===== src/design/ptw_pkg.sv =====
// ----------------------------------------------------------------------------
// ptw_pkg
// Shared widths, codes, word types and the entry address helper for the
// four-level page table walker.
// ----------------------------------------------------------------------------
package ptw_pkg;

    // table geometry
    localparam int LEVELS   = 4;
    localparam int ADDR_W   = 48;
    localparam int DESC_W   = 64;
    localparam int PEND_W   = ADDR_W + 1;
    localparam int LVL_W    = 2;
    localparam int PG_BITS  = 12;
    localparam int MAP_BITS = 9;
    localparam int ENT_BITS = 3;

    localparam logic [ADDR_W-1:0] BASE_MASK  = 48'hFFFF_FFFF_F000;
    localparam logic [ADDR_W-1:0] ROOT_RESET = ADDR_W'(1 << PG_BITS);
    localparam logic [PEND_W-1:0] PG_SIZE    = PEND_W'(1 << PG_BITS);
    localparam logic [LVL_W-1:0]  LVL_TOP    = LVL_W'(LEVELS - 1);
    localparam logic [LVL_W-1:0]  LVL_LAST   = '0;

    // request types
    localparam logic REQ_XLATE = 1'b0;
    localparam logic REQ_DESC  = 1'b1;

    // result kinds
    localparam logic KIND_READ = 1'b0;
    localparam logic KIND_DONE = 1'b1;

    typedef struct packed {
        logic              req_type;
        logic [ADDR_W-1:0] virt_addr;
        logic [DESC_W-1:0] descriptor;
    } t_req;

    typedef struct packed {
        logic              out_kind;
        logic [ADDR_W-1:0] read_addr;
        logic [ADDR_W-1:0] phys_addr;
        logic [PEND_W-1:0] page_end;
        logic              fault;
    } t_res;

    // address of the entry for one level: base plus nine index bits times eight
    function automatic logic [ADDR_W-1:0] entry_addr(
        input logic [ADDR_W-1:0] base,
        input logic [ADDR_W-1:0] va,
        input logic [LVL_W-1:0]  level
    );
        logic [MAP_BITS-1:0] idx;
        case (level)
            2'd0:    idx = va[PG_BITS                +: MAP_BITS];
            2'd1:    idx = va[PG_BITS + MAP_BITS     +: MAP_BITS];
            2'd2:    idx = va[PG_BITS + 2 * MAP_BITS +: MAP_BITS];
            default: idx = va[PG_BITS + 3 * MAP_BITS +: MAP_BITS];
        endcase
        return base + ADDR_W'({idx, {ENT_BITS{1'b0}}});
    endfunction

endpackage


===== src/design/ptw_req_if.sv =====
// ----------------------------------------------------------------------------
// ptw_req_if
// Request channel: translate requests and descriptor responses.
// ----------------------------------------------------------------------------
interface ptw_req_if;
    logic                         valid;
    logic                         ready;
    logic                         req_type;
    logic [ptw_pkg::ADDR_W-1:0]   virt_addr;
    logic [ptw_pkg::DESC_W-1:0]   descriptor;

    modport source (output valid, output req_type, output virt_addr,
                    output descriptor, input ready);
    modport sink   (input valid, input req_type, input virt_addr,
                    input descriptor, output ready);
endinterface


===== src/design/ptw_res_if.sv =====
// ----------------------------------------------------------------------------
// ptw_res_if
// Result channel: descriptor read requests and finished translations.
// ----------------------------------------------------------------------------
interface ptw_res_if;
    logic                         valid;
    logic                         ready;
    logic                         out_kind;
    logic [ptw_pkg::ADDR_W-1:0]   read_addr;
    logic [ptw_pkg::ADDR_W-1:0]   phys_addr;
    logic [ptw_pkg::PEND_W-1:0]   page_end;
    logic                         fault;

    modport source (output valid, output out_kind, output read_addr,
                    output phys_addr, output page_end, output fault, input ready);
    modport sink   (input valid, input out_kind, input read_addr,
                    input phys_addr, input page_end, input fault, output ready);
endinterface


===== src/design/ptw_cfg_if.sv =====
// ----------------------------------------------------------------------------
// ptw_cfg_if
// Configuration write channel for the root table address.
// ----------------------------------------------------------------------------
interface ptw_cfg_if;
    logic                         valid;
    logic                         ready;
    logic [ptw_pkg::ADDR_W-1:0]   wdata;

    modport source (output valid, output wdata, input ready);
    modport sink   (input valid, input wdata, output ready);
endinterface


===== src/design/ptw_core.sv =====
// ----------------------------------------------------------------------------
// ptw_core
// Input register, walk state and the single-pass step logic that turns one
// request word into at most one result word.
// ----------------------------------------------------------------------------
module ptw_core (
    input  logic              i_clk,
    input  logic              i_rst_n,
    ptw_req_if.sink           i_req,
    ptw_cfg_if.sink           i_cfg,
    input  logic              i_res_ready,
    output logic              o_res_valid,
    output ptw_pkg::t_res     o_res
);

    logic                         r_in_vld;
    ptw_pkg::t_req                r_in;
    logic                         r_busy;
    logic                         n_busy;
    logic [ptw_pkg::LVL_W-1:0]    r_level;
    logic [ptw_pkg::LVL_W-1:0]    n_level;
    logic [ptw_pkg::ADDR_W-1:0]   r_vaddr;
    logic [ptw_pkg::ADDR_W-1:0]   n_vaddr;
    logic [ptw_pkg::ADDR_W-1:0]   r_root;
    logic                         adv;
    logic                         desc_zero;
    logic [ptw_pkg::ADDR_W-1:0]   page;

    // input stage frees up whenever the result side can take a word
    assign adv         = r_in_vld && i_res_ready;
    assign i_req.ready = !r_in_vld || i_res_ready;
    assign i_cfg.ready = 1'b1;

    always_ff @(posedge i_clk) begin
        if (!i_rst_n) begin
            r_in_vld <= 1'b0;
        end else if (i_req.valid && i_req.ready) begin
            r_in_vld <= 1'b1;
        end else if (adv) begin
            r_in_vld <= 1'b0;
        end
    end

    // input payload
    always_ff @(posedge i_clk) begin
        if (i_req.valid && i_req.ready) begin
            r_in.req_type   <= i_req.req_type;
            r_in.virt_addr  <= i_req.virt_addr;
            r_in.descriptor <= i_req.descriptor;
        end
    end

    // root table register
    always_ff @(posedge i_clk) begin
        if (!i_rst_n) begin
            r_root <= ptw_pkg::ROOT_RESET;
        end else if (i_cfg.valid && i_cfg.ready) begin
            r_root <= i_cfg.wdata;
        end
    end

    assign desc_zero = (r_in.descriptor == '0);
    assign page      = r_in.descriptor[ptw_pkg::ADDR_W-1:0] & ptw_pkg::BASE_MASK;

    // one walk step
    always_comb begin
        n_busy      = r_busy;
        n_level     = r_level;
        n_vaddr     = r_vaddr;
        o_res_valid = 1'b0;
        o_res       = '0;
        if (adv) begin
            if (r_in.req_type == ptw_pkg::REQ_XLATE) begin
                // start over at the root, dropping any walk in flight
                n_busy          = 1'b1;
                n_level         = ptw_pkg::LVL_TOP;
                n_vaddr         = r_in.virt_addr;
                o_res_valid     = 1'b1;
                o_res.out_kind  = ptw_pkg::KIND_READ;
                o_res.read_addr = ptw_pkg::entry_addr(r_root, r_in.virt_addr,
                                                      ptw_pkg::LVL_TOP);
            end else if (r_busy) begin
                o_res_valid = 1'b1;
                if (desc_zero) begin
                    n_busy         = 1'b0;
                    o_res.out_kind = ptw_pkg::KIND_DONE;
                    o_res.fault    = 1'b1;
                end else if (r_level == ptw_pkg::LVL_LAST) begin
                    n_busy          = 1'b0;
                    o_res.out_kind  = ptw_pkg::KIND_DONE;
                    o_res.phys_addr = page
                                    | {{(ptw_pkg::ADDR_W - ptw_pkg::PG_BITS){1'b0}},
                                       r_vaddr[ptw_pkg::PG_BITS-1:0]};
                    o_res.page_end  = {1'b0, page} + ptw_pkg::PG_SIZE;
                end else begin
                    n_level         = r_level - 1'b1;
                    o_res.out_kind  = ptw_pkg::KIND_READ;
                    o_res.read_addr = ptw_pkg::entry_addr(page, r_vaddr,
                                                          r_level - 1'b1);
                end
            end
        end
    end

    // walk state
    always_ff @(posedge i_clk) begin
        if (!i_rst_n) begin
            r_busy  <= 1'b0;
            r_level <= '0;
            r_vaddr <= '0;
        end else begin
            r_busy  <= n_busy;
            r_level <= n_level;
            r_vaddr <= n_vaddr;
        end
    end

`ifndef SYNTHESIS
    // a processed translate request leaves the walker busy at the top level
    a_start_top: assert property (@(posedge i_clk) disable iff (!i_rst_n)
        adv && r_in.req_type == ptw_pkg::REQ_XLATE
        |=> r_busy && r_level == ptw_pkg::LVL_TOP)
        else $error("walk did not start at the top level");

    // a response while idle yields no word
    a_idle_drop: assert property (@(posedge i_clk) disable iff (!i_rst_n)
        adv && r_in.req_type == ptw_pkg::REQ_DESC && !r_busy |-> !o_res_valid)
        else $error("response while idle produced a word");
`endif

endmodule


===== src/design/ptw_res_fifo.sv =====
// ----------------------------------------------------------------------------
// ptw_res_fifo
// Two-entry result queue; its ready comes from a register so the stall on
// the result side never reaches the request side in the same cycle.
// ----------------------------------------------------------------------------
module ptw_res_fifo (
    input  logic              i_clk,
    input  logic              i_rst_n,
    input  logic              i_push,
    input  ptw_pkg::t_res     i_data,
    output logic              o_ready,
    ptw_res_if.source         o_res
);

    ptw_pkg::t_res   r_mem [2];
    logic            r_wptr;
    logic            r_rptr;
    logic [1:0]      r_count;
    logic            pop;
    ptw_pkg::t_res   head;

    assign o_ready = (r_count != 2'd2);
    assign pop     = o_res.valid && o_res.ready;
    assign head    = r_mem[r_rptr];

    // storage
    always_ff @(posedge i_clk) begin
        if (i_push) begin
            r_mem[r_wptr] <= i_data;
        end
    end

    // pointers and fill count
    always_ff @(posedge i_clk) begin
        if (!i_rst_n) begin
            r_wptr  <= 1'b0;
            r_rptr  <= 1'b0;
            r_count <= 2'd0;
        end else begin
            if (i_push) begin
                r_wptr <= !r_wptr;
            end
            if (pop) begin
                r_rptr <= !r_rptr;
            end
            r_count <= r_count + 2'(i_push) - 2'(pop);
        end
    end

    // head word to the port
    assign o_res.valid     = (r_count != 2'd0);
    assign o_res.out_kind  = head.out_kind;
    assign o_res.read_addr = head.read_addr;
    assign o_res.phys_addr = head.phys_addr;
    assign o_res.page_end  = head.page_end;
    assign o_res.fault     = head.fault;

`ifndef SYNTHESIS
    // the core never pushes into a full queue
    a_no_overflow: assert property (@(posedge i_clk) disable iff (!i_rst_n)
        i_push |-> r_count != 2'd2)
        else $error("result pushed while queue full");

    // fill count stays within depth
    a_count_range: assert property (@(posedge i_clk) disable iff (!i_rst_n)
        r_count != 2'd3)
        else $error("result queue count out of range");
`endif

endmodule


===== src/design/four_level_page_table_walker_unit.sv =====
// ----------------------------------------------------------------------------
// four_level_page_table_walker_unit
// Four-level, 4 KB granule page table walker for 48-bit virtual addresses.
// ----------------------------------------------------------------------------
//  channel  dir  handshake      word
//  i_req    in   valid/ready    req_type, virt_addr, descriptor
//  o_res    out  valid/ready    out_kind, read_addr, phys_addr, page_end, fault
//  i_cfg    in   valid/ready    wdata (root table address)
//
//  one word per cycle sustained while o_res does not stall; each word is held in
//  the input register, then its result is written into a two-entry queue
//  reset is synchronous and active low; root table address resets to 4096
//  a stall on o_res fills the queue, then holds the input register; i_req
//  keeps its ready until both are full, with no combinational path between
// ----------------------------------------------------------------------------
module four_level_page_table_walker_unit (
    input  logic      i_clk,
    input  logic      i_rst_n,
    ptw_req_if.sink   i_req,
    ptw_cfg_if.sink   i_cfg,
    ptw_res_if.source o_res
);

    logic            res_valid;
    logic            res_ready;
    ptw_pkg::t_res   res_data;

    // step logic and walk state
    ptw_core u_core (
        .i_clk       (i_clk),
        .i_rst_n     (i_rst_n),
        .i_req       (i_req),
        .i_cfg       (i_cfg),
        .i_res_ready (res_ready),
        .o_res_valid (res_valid),
        .o_res       (res_data)
    );

    // result queue
    ptw_res_fifo u_fifo (
        .i_clk   (i_clk),
        .i_rst_n (i_rst_n),
        .i_push  (res_valid),
        .i_data  (res_data),
        .o_ready (res_ready),
        .o_res   (o_res)
    );

endmodule

===== src/flat_wrapper.sv =====
// flat-port wrapper written by rule: the top's interface ports become plain ports
module four_level_page_table_walker_unit_flat 
  (i_clk, i_rst_n, i_req_valid, i_req_req_type, i_req_virt_addr, i_req_descriptor, i_req_ready, i_cfg_valid, i_cfg_wdata, i_cfg_ready, o_res_valid, o_res_out_kind, o_res_read_addr, o_res_phys_addr, o_res_page_end, o_res_fault, o_res_ready);
  ptw_req_if i_req_i ();
  ptw_cfg_if i_cfg_i ();
  ptw_res_if o_res_i ();
  input  logic i_clk;
  input  logic i_rst_n;
  input wire logic [$bits(i_req_i.valid)-1:0] i_req_valid;
  input wire logic [$bits(i_req_i.req_type)-1:0] i_req_req_type;
  input wire logic [$bits(i_req_i.virt_addr)-1:0] i_req_virt_addr;
  input wire logic [$bits(i_req_i.descriptor)-1:0] i_req_descriptor;
  output wire logic [$bits(i_req_i.ready)-1:0] i_req_ready;
  input wire logic [$bits(i_cfg_i.valid)-1:0] i_cfg_valid;
  input wire logic [$bits(i_cfg_i.wdata)-1:0] i_cfg_wdata;
  output wire logic [$bits(i_cfg_i.ready)-1:0] i_cfg_ready;
  output wire logic [$bits(o_res_i.valid)-1:0] o_res_valid;
  output wire logic [$bits(o_res_i.out_kind)-1:0] o_res_out_kind;
  output wire logic [$bits(o_res_i.read_addr)-1:0] o_res_read_addr;
  output wire logic [$bits(o_res_i.phys_addr)-1:0] o_res_phys_addr;
  output wire logic [$bits(o_res_i.page_end)-1:0] o_res_page_end;
  output wire logic [$bits(o_res_i.fault)-1:0] o_res_fault;
  input wire logic [$bits(o_res_i.ready)-1:0] o_res_ready;
  assign i_req_i.valid = i_req_valid;
  assign i_req_i.req_type = i_req_req_type;
  assign i_req_i.virt_addr = i_req_virt_addr;
  assign i_req_i.descriptor = i_req_descriptor;
  assign i_req_ready = i_req_i.ready;
  assign i_cfg_i.valid = i_cfg_valid;
  assign i_cfg_i.wdata = i_cfg_wdata;
  assign i_cfg_ready = i_cfg_i.ready;
  assign o_res_valid = o_res_i.valid;
  assign o_res_out_kind = o_res_i.out_kind;
  assign o_res_read_addr = o_res_i.read_addr;
  assign o_res_phys_addr = o_res_i.phys_addr;
  assign o_res_page_end = o_res_i.page_end;
  assign o_res_fault = o_res_i.fault;
  assign o_res_i.ready = o_res_ready;
  four_level_page_table_walker_unit u_core (.i_clk(i_clk), .i_rst_n(i_rst_n), .i_req(i_req_i), .i_cfg(i_cfg_i), .o_res(o_res_i));
endmodule

===== config.mk =====
export PLATFORM = sky130hd
export DESIGN_NAME = four_level_page_table_walker_unit_flat
export DESIGN_NICKNAME = d
export VERILOG_FILES = /design/src/design/ptw_pkg.sv /design/src/design/ptw_req_if.sv /design/src/design/ptw_res_if.sv /design/src/design/ptw_cfg_if.sv /design/src/design/ptw_core.sv /design/src/design/ptw_res_fifo.sv /design/src/design/four_level_page_table_walker_unit.sv /design/src/flat_wrapper.sv
export SDC_FILE = /design/constraint.sdc
export NUM_CORES = 1
export LEC_CHECK = 0
export BUFFER_PORTS_ARGS = -buffer_cell sky130_fd_sc_hd__buf_2
export CAP_MARGIN = 20
export CORE_MARGIN = 3
export CORE_UTILIZATION = 57
export DETAILED_ROUTE_END_ITERATION = 7
export GPL_TIMING_DRIVEN = 0
export PLACE_DENSITY = 0.8
export SETUP_SLACK_MARGIN = 0.05
export SLEW_MARGIN = 15
export SYNTH_ARGS = -nofsm -noshare
export SYNTH_HDL_FRONTEND = slang
export SYNTH_SLANG_ARGS = --single-unit
export TNS_END_PERCENT = 1

===== constraint.sdc =====
create_clock -name i_clk -period 10 [get_ports i_clk]
set_input_delay 2 -clock i_clk [delete_from_list [all_inputs] [get_ports i_clk]]
set_output_delay 2 -clock i_clk [all_outputs]
set_load 0.01 [all_outputs]

Yosys cells after proc, flatten, opt, wreduce, memory -nomap -nowiden
Memories as Yosys holds them, arrays and structs flattened. A register that Yosys moved wholly into a read port is not among the register bits.
Cells that the tools add are included.
{"block": "classes", "n_addsub": 6, "n_eq_ne": 6, "mux": 35, "bitwise_logic": 2, "reduce_logical": 14}
{"cell": "147-bit 2-to-1 mux", "count": 2}
{"cell": "145-bit 2-to-1 mux", "count": 1}
{"cell": "98-bit 2-to-1 mux", "count": 1}
{"cell": "97-bit 2-to-1 mux", "count": 1}
{"cell": "48-bit by 12-bit adder with 48-bit output", "count": 2}
{"cell": "64-bit logical NOT", "count": 1}
{"cell": "9-bit 2-to-1 mux", "count": 7}
{"cell": "48-bit by 13-bit adder with 49-bit output (second input constant)", "count": 1}
{"cell": "49-bit 2-to-1 mux", "count": 1}
{"cell": "48-bit 2-to-1 mux", "count": 1}
{"cell": "48-bit by 12-bit bitwise OR with 48-bit output", "count": 1}
{"cell": "9-bit one-hot mux with 3 select lines", "count": 1}
{"cell": "1-bit 2-to-1 mux", "count": 16}
{"cell": "2-bit 2-to-1 mux", "count": 4}
{"cell": "2-bit != test (second input constant)", "count": 3}
{"cell": "2-bit logical NOT", "count": 2}
{"cell": "4-bit AND reduction", "count": 1}
{"cell": "2-bit nonzero test", "count": 2}
{"cell": "1-bit logical AND", "count": 3}
{"cell": "1-bit logical NOT", "count": 3}
{"cell": "2-bit by 1-bit adder with 2-bit output", "count": 1}
{"cell": "2-bit by 1-bit == test with 1-bit output (second input constant)", "count": 1}
{"cell": "2-bit == test (second input constant)", "count": 1}
{"cell": "2-bit by 1-bit != test with 1-bit output (second input constant)", "count": 1}
{"cell": "5 further kinds", "count": 5}
{"block": "totals", "register_bits": 217, "mem_bits_rw": 294, "in_bits": 166, "output_inout_bits": 150, "elab_cells": 75, "memories": 1}
{"memory": "u_core.u_fifo.r_mem", "depth": 2, "word_bits": 147, "read_ports": 1, "rd_ports_with_merged_regs": 1, "write_ports": 1, "line_no": "ptw_res_fifo.sv:15", "rtl": "ptw_pkg::t_res r_mem [2];"}

Longest topological paths before layout
{"block": "logic_depth", "depth_word": 14, "depth_mapped": 10, "mapped_depth_nobuf": 9}

Cells and area by module
A second synthesis with hierarchy kept.
{"block": "unflattened", "cells_unflattened": 1493, "hier_area_um2": 20831.2}
{"mod": "ptw_res_fifo", "instances": 1, "cells_per_inst": 480, "area_per_inst_um2": 10899.2, "seq_area_each_um2": 8928.6}
{"mod": "ptw_core", "instances": 1, "cells_per_inst": 1013, "area_per_inst_um2": 9932.0, "seq_area_each_um2": 5215.0}

Worst setup path after synthesis
OpenSTA, ideal clock, no wires.
{"block": "synth_timing", "kind": "reg-to-reg", "start": "reg u_core.u_fifo.r_count[0]", "end": "mem u_core.u_fifo.r_mem[0][0] (netlist name) (enable)", "setup_ps": 633, "arrival_ps": 6677, "required_ps": 9367, "setup_slack_ps": 2690, "stages_incl_launch_ff": 6, "n_path_buf": 1, "synth_period_minus_slack_ps": 7310, "path_cell_list": "dfxtp_1 > nand2b_1 > and2_1 > clkbuf_1 > o21ai_0 > nor2_1"}
{"block": "synth_between", "elab_chain_len": 5}
{"item": "from (decl)", "line_no": "ptw_res_fifo.sv:18", "rtl": "logic [1:0] r_count;"}
{"item": "from (signal assigned)", "line_no": "ptw_res_fifo.sv:46", "rtl": "r_count <= r_count + 2'(i_push) - 2'(pop);"}
{"item": "2-bit != test", "line_no": "ptw_res_fifo.sv:22", "rtl": "assign o_ready = (r_count != 2'd2);"}
{"item": "1-bit logical AND", "line_no": "ptw_core.sv:30", "rtl": "assign adv = r_in_vld && i_res_ready;"}
{"item": "1-bit 2-to-1 mux", "line_no": "ptw_core.sv:72", "rtl": "if (adv) begin"}
{"item": "1-bit 2-to-1 mux", "line_no": "ptw_res_fifo.sv:28", "rtl": "if (i_push) begin"}
{"item": "1-bit 2-to-1 mux (not written as such)", "line_no": "ptw_res_fifo.sv:29", "rtl": "r_mem[r_wptr] <= i_data;"}
{"item": "to (decl)", "line_no": "ptw_res_fifo.sv:15"}
No other way between the ends.

==> out/qor.yml <==
status: "finished clean"
arrival_ps: 3550
slew_violations: 0
yosys.area_share.xor_xnor_pct: 2.890
clk_pin_slew_ps: 60
synthTopCellsByArea: "edfxtp_1, dfxtp_1, mux2_2"
wl_um: 50770
cp-end-kind: "output port"
design_area_um2: 24380
final.min_clock_period_ps: 5549
detail_route.first_pass.iterations: 5
worstPathRequired_ps: 8000
placed_cell_area_um2: 22700
ys_seq_area_share_pct: 66.11
cp_common_cell: "clkbuf_1"
ys.warnings.count: 0
p_seq_share_pct: 45.6
fin_crit_sh_pct: 55.49
syn_area_um2: 20300
max_freq_mhz: 180.2
fillerInstances: 2405
worstSkewPairLatency_ps: 580
area_delta_synth_final_pct: 20.06
initial_core_util_pct: 58.35
yosys.area_share.adder_pct: 1.146
switching_power_mw: 1.328
synth_common_cells: "edfxtp_1, mux2_2, nand2_1"
power_frac_comb_pct: 18.0
die-area_um2: 37920
drc: 0
tightest_slew_ps: 993.7
diodes: 0
synthMuxAreaShare_pct: 9.853
cts_hold_buf: 0
grt_pass1_vias: 13399
synth_edf_count: 383
layout-drive-gt1-share_pct: 31.10
seq_area_um2: 13420
post_cts_buffers: 0
rows: 68
p_clk_share_pct: 36.4
cts_made_buffers: 48
pre_cts_slack_ps: 5082
postLayoutCoreUtil_pct: 70.05
cts_buffer_depth: 3
synthFlopType: "edfxtp_1"
multiInputGateArea_um2: 6425
coreArea_um2: 34800
htree_levels: 2
async_flop_share_pct: 0
yosysMostFrequentCell: "edfxtp_1"
setup_ws_ps: 4451
ys_ff_latch: 479
p_leak_nw: 8.917
fp.dieW_um: 194.7
fin_skew_ps: 18.02
synth_area_leader_cell: "edfxtp_1"
vias_per_cell: 5.637
grt_pass1_wl_um: 76980
synth_compound_area_share_pct: 5.768
setup_viol: 0
clkSinkCount: 479
cp_slowest_cell: "clkbuf_1"
dp.cells: 2244
numPortBuffers: 300
grt.overflow.total: 0
track_usage_pct: 26.47
hold_path.class: "reg -> reg"
fin_nets: 2023
cts_root_buffer: "clkbuf_16"
drv_cap: 0
setup-tns-final_ps: 0
fin_cells: 2333
hold_ws_ps: 457.8
drtIter0Drc: 1065
hold_viol_final: 0
rsz0062_at_grt: "false"
ant_nets: 0
synth-simple-area-share_pct: 11.66
critical_path.max_fanout: 10
ios: 316
synth_top_family_by_area: "simple AND/OR/NAND/NOR gates"
critPathMaxStageDelay_ps: 720
pwr_density_cell_nw_per_um2: 212.2
maxSlewHeadroom_pct: 33.20
path_class: "reg -> out"
synthDistinctLibCells: 70
startpoint_type: "flip-flop"
antenna_found_initial: 1
peakVddDrop_mv: 0.1726
crit_path_cell_trace: "clkbuf_1 -> clkbuf_1 -> clkbuf_1 -> mux2_2 -> buf_2"
internal_power_mw: 3.846
post_cts_resized: 0
synth_top_area_share_pct: 56.64
gp_congestion: 0.9392
die_h_um: 194.7
grt_max_degree: 47
switching_share_pct: 25.67
power_mw: 5.174
avgSynthCellArea_um2: 13.85
wl_per_cell_um: 21.76
synth_cells: 1466
hpwl_um: 36990
cts_tree: "yes"
route.vias.total: 13151
[layout make-up]
class	count	area share, %
Inverter	20	0.3080
Multi-Input combinational cell	886	26.36
Sequential cell	479	55.06
Timing Repair Buffer	312	7.237
Buffer	92	1.807
Clock inverter	23	1.391
Tap cell	455	2.335
Clock buffer	66	5.502
[critical path, delay by kind of cell, from the launching register on]
family   cells  cell delay, ps
buf+inv      4            2210
mux          1             450
flops        1             300
[flip-flops by register name, indices dropped and copies added (netlist names), named ones only]
name and flops:
u_core.u_core.r_vaddr 39, u_core.u_core.r_busy 1, u_core.u_core.r_root 48, u_core.u_core.page 36, u_core.u_fifo.r_rptr 1, u_core.u_fifo.r_mem 270, u_core.u_core.r_in 77, u_core.u_fifo.r_wptr 1
u_core.u_fifo.r_count 2, u_core.u_core.r_level 2, u_core.u_core.r_in_vld 1
[final timing paths]
check	slack [ps]	endpoint	cells past startpoint	from
hold reg to reg	460	u_core.u_core.r_vaddr[7]$_SDFFE_PN0P_	2	u_core.u_core.r_vaddr[7]$_SDFFE_PN0P_
hold / removal	460	u_core.u_core.r_vaddr[7]$_SDFFE_PN0P_	2	u_core.u_core.r_vaddr[7]$_SDFFE_PN0P_
setup reg to reg	6550	u_core.u_fifo.r_mem[1][92]$_DFFE_PP_	9	u_core.u_fifo.r_count[0]$_SDFF_PN0_
setup / recovery	4450	o_res_read_addr[4]	5	flip-flop
[kinds of logic (layout without fill, tap and decap cells)]
group           Yosys count  count (layout)
flops                   479             479
xor+xnor                 67              67
other cells               2              13
compound gates          163             163
fa+ha+maj                18              18
simple gates            442             442
buf+inv                 112             513
mux                     183             183
[metal layers]
layer  vias to the layer above  wire (um)  part of all wire (%)  GRT usage [%]
met1                      6381      19530                    38          33.55
met3                       101       3800                   7.5          4.559
li1                       6124          -                     -              -
met2                       543      25490                    50          45.67
met5                         -         14                 0.028              0
met4                         2       1935                   3.8          10.51
[power groups by stage]
stage               registers [mW]  clock network (mW)  logic (mW)
finish                        2.36                1.88       0.929
global route                  2.37                1.99       0.995
CTS                           2.36                1.91       0.935
detailed placement            2.40                   0       0.928
global placement              2.42                   0       0.899
floorplan                     2.38                   0       0.563
[layout by cell type, fill, tap and decap left out, drive strengths merged, types with 19 or more instances in the layout]
cell,n
clkbuf,122
mux2i,48
nor4,22
and2,51
nor2b,52
mux2,135
inv,20
nor2,87
buf,348
a21oi,55
a21boi,39
nand2,115
xor2,19
edfxtp,383
xnor2,48
nand4,20
dfxtp,96
and3,20
nand3,34
Note: power is estimated with default switching activity, not from simulation.
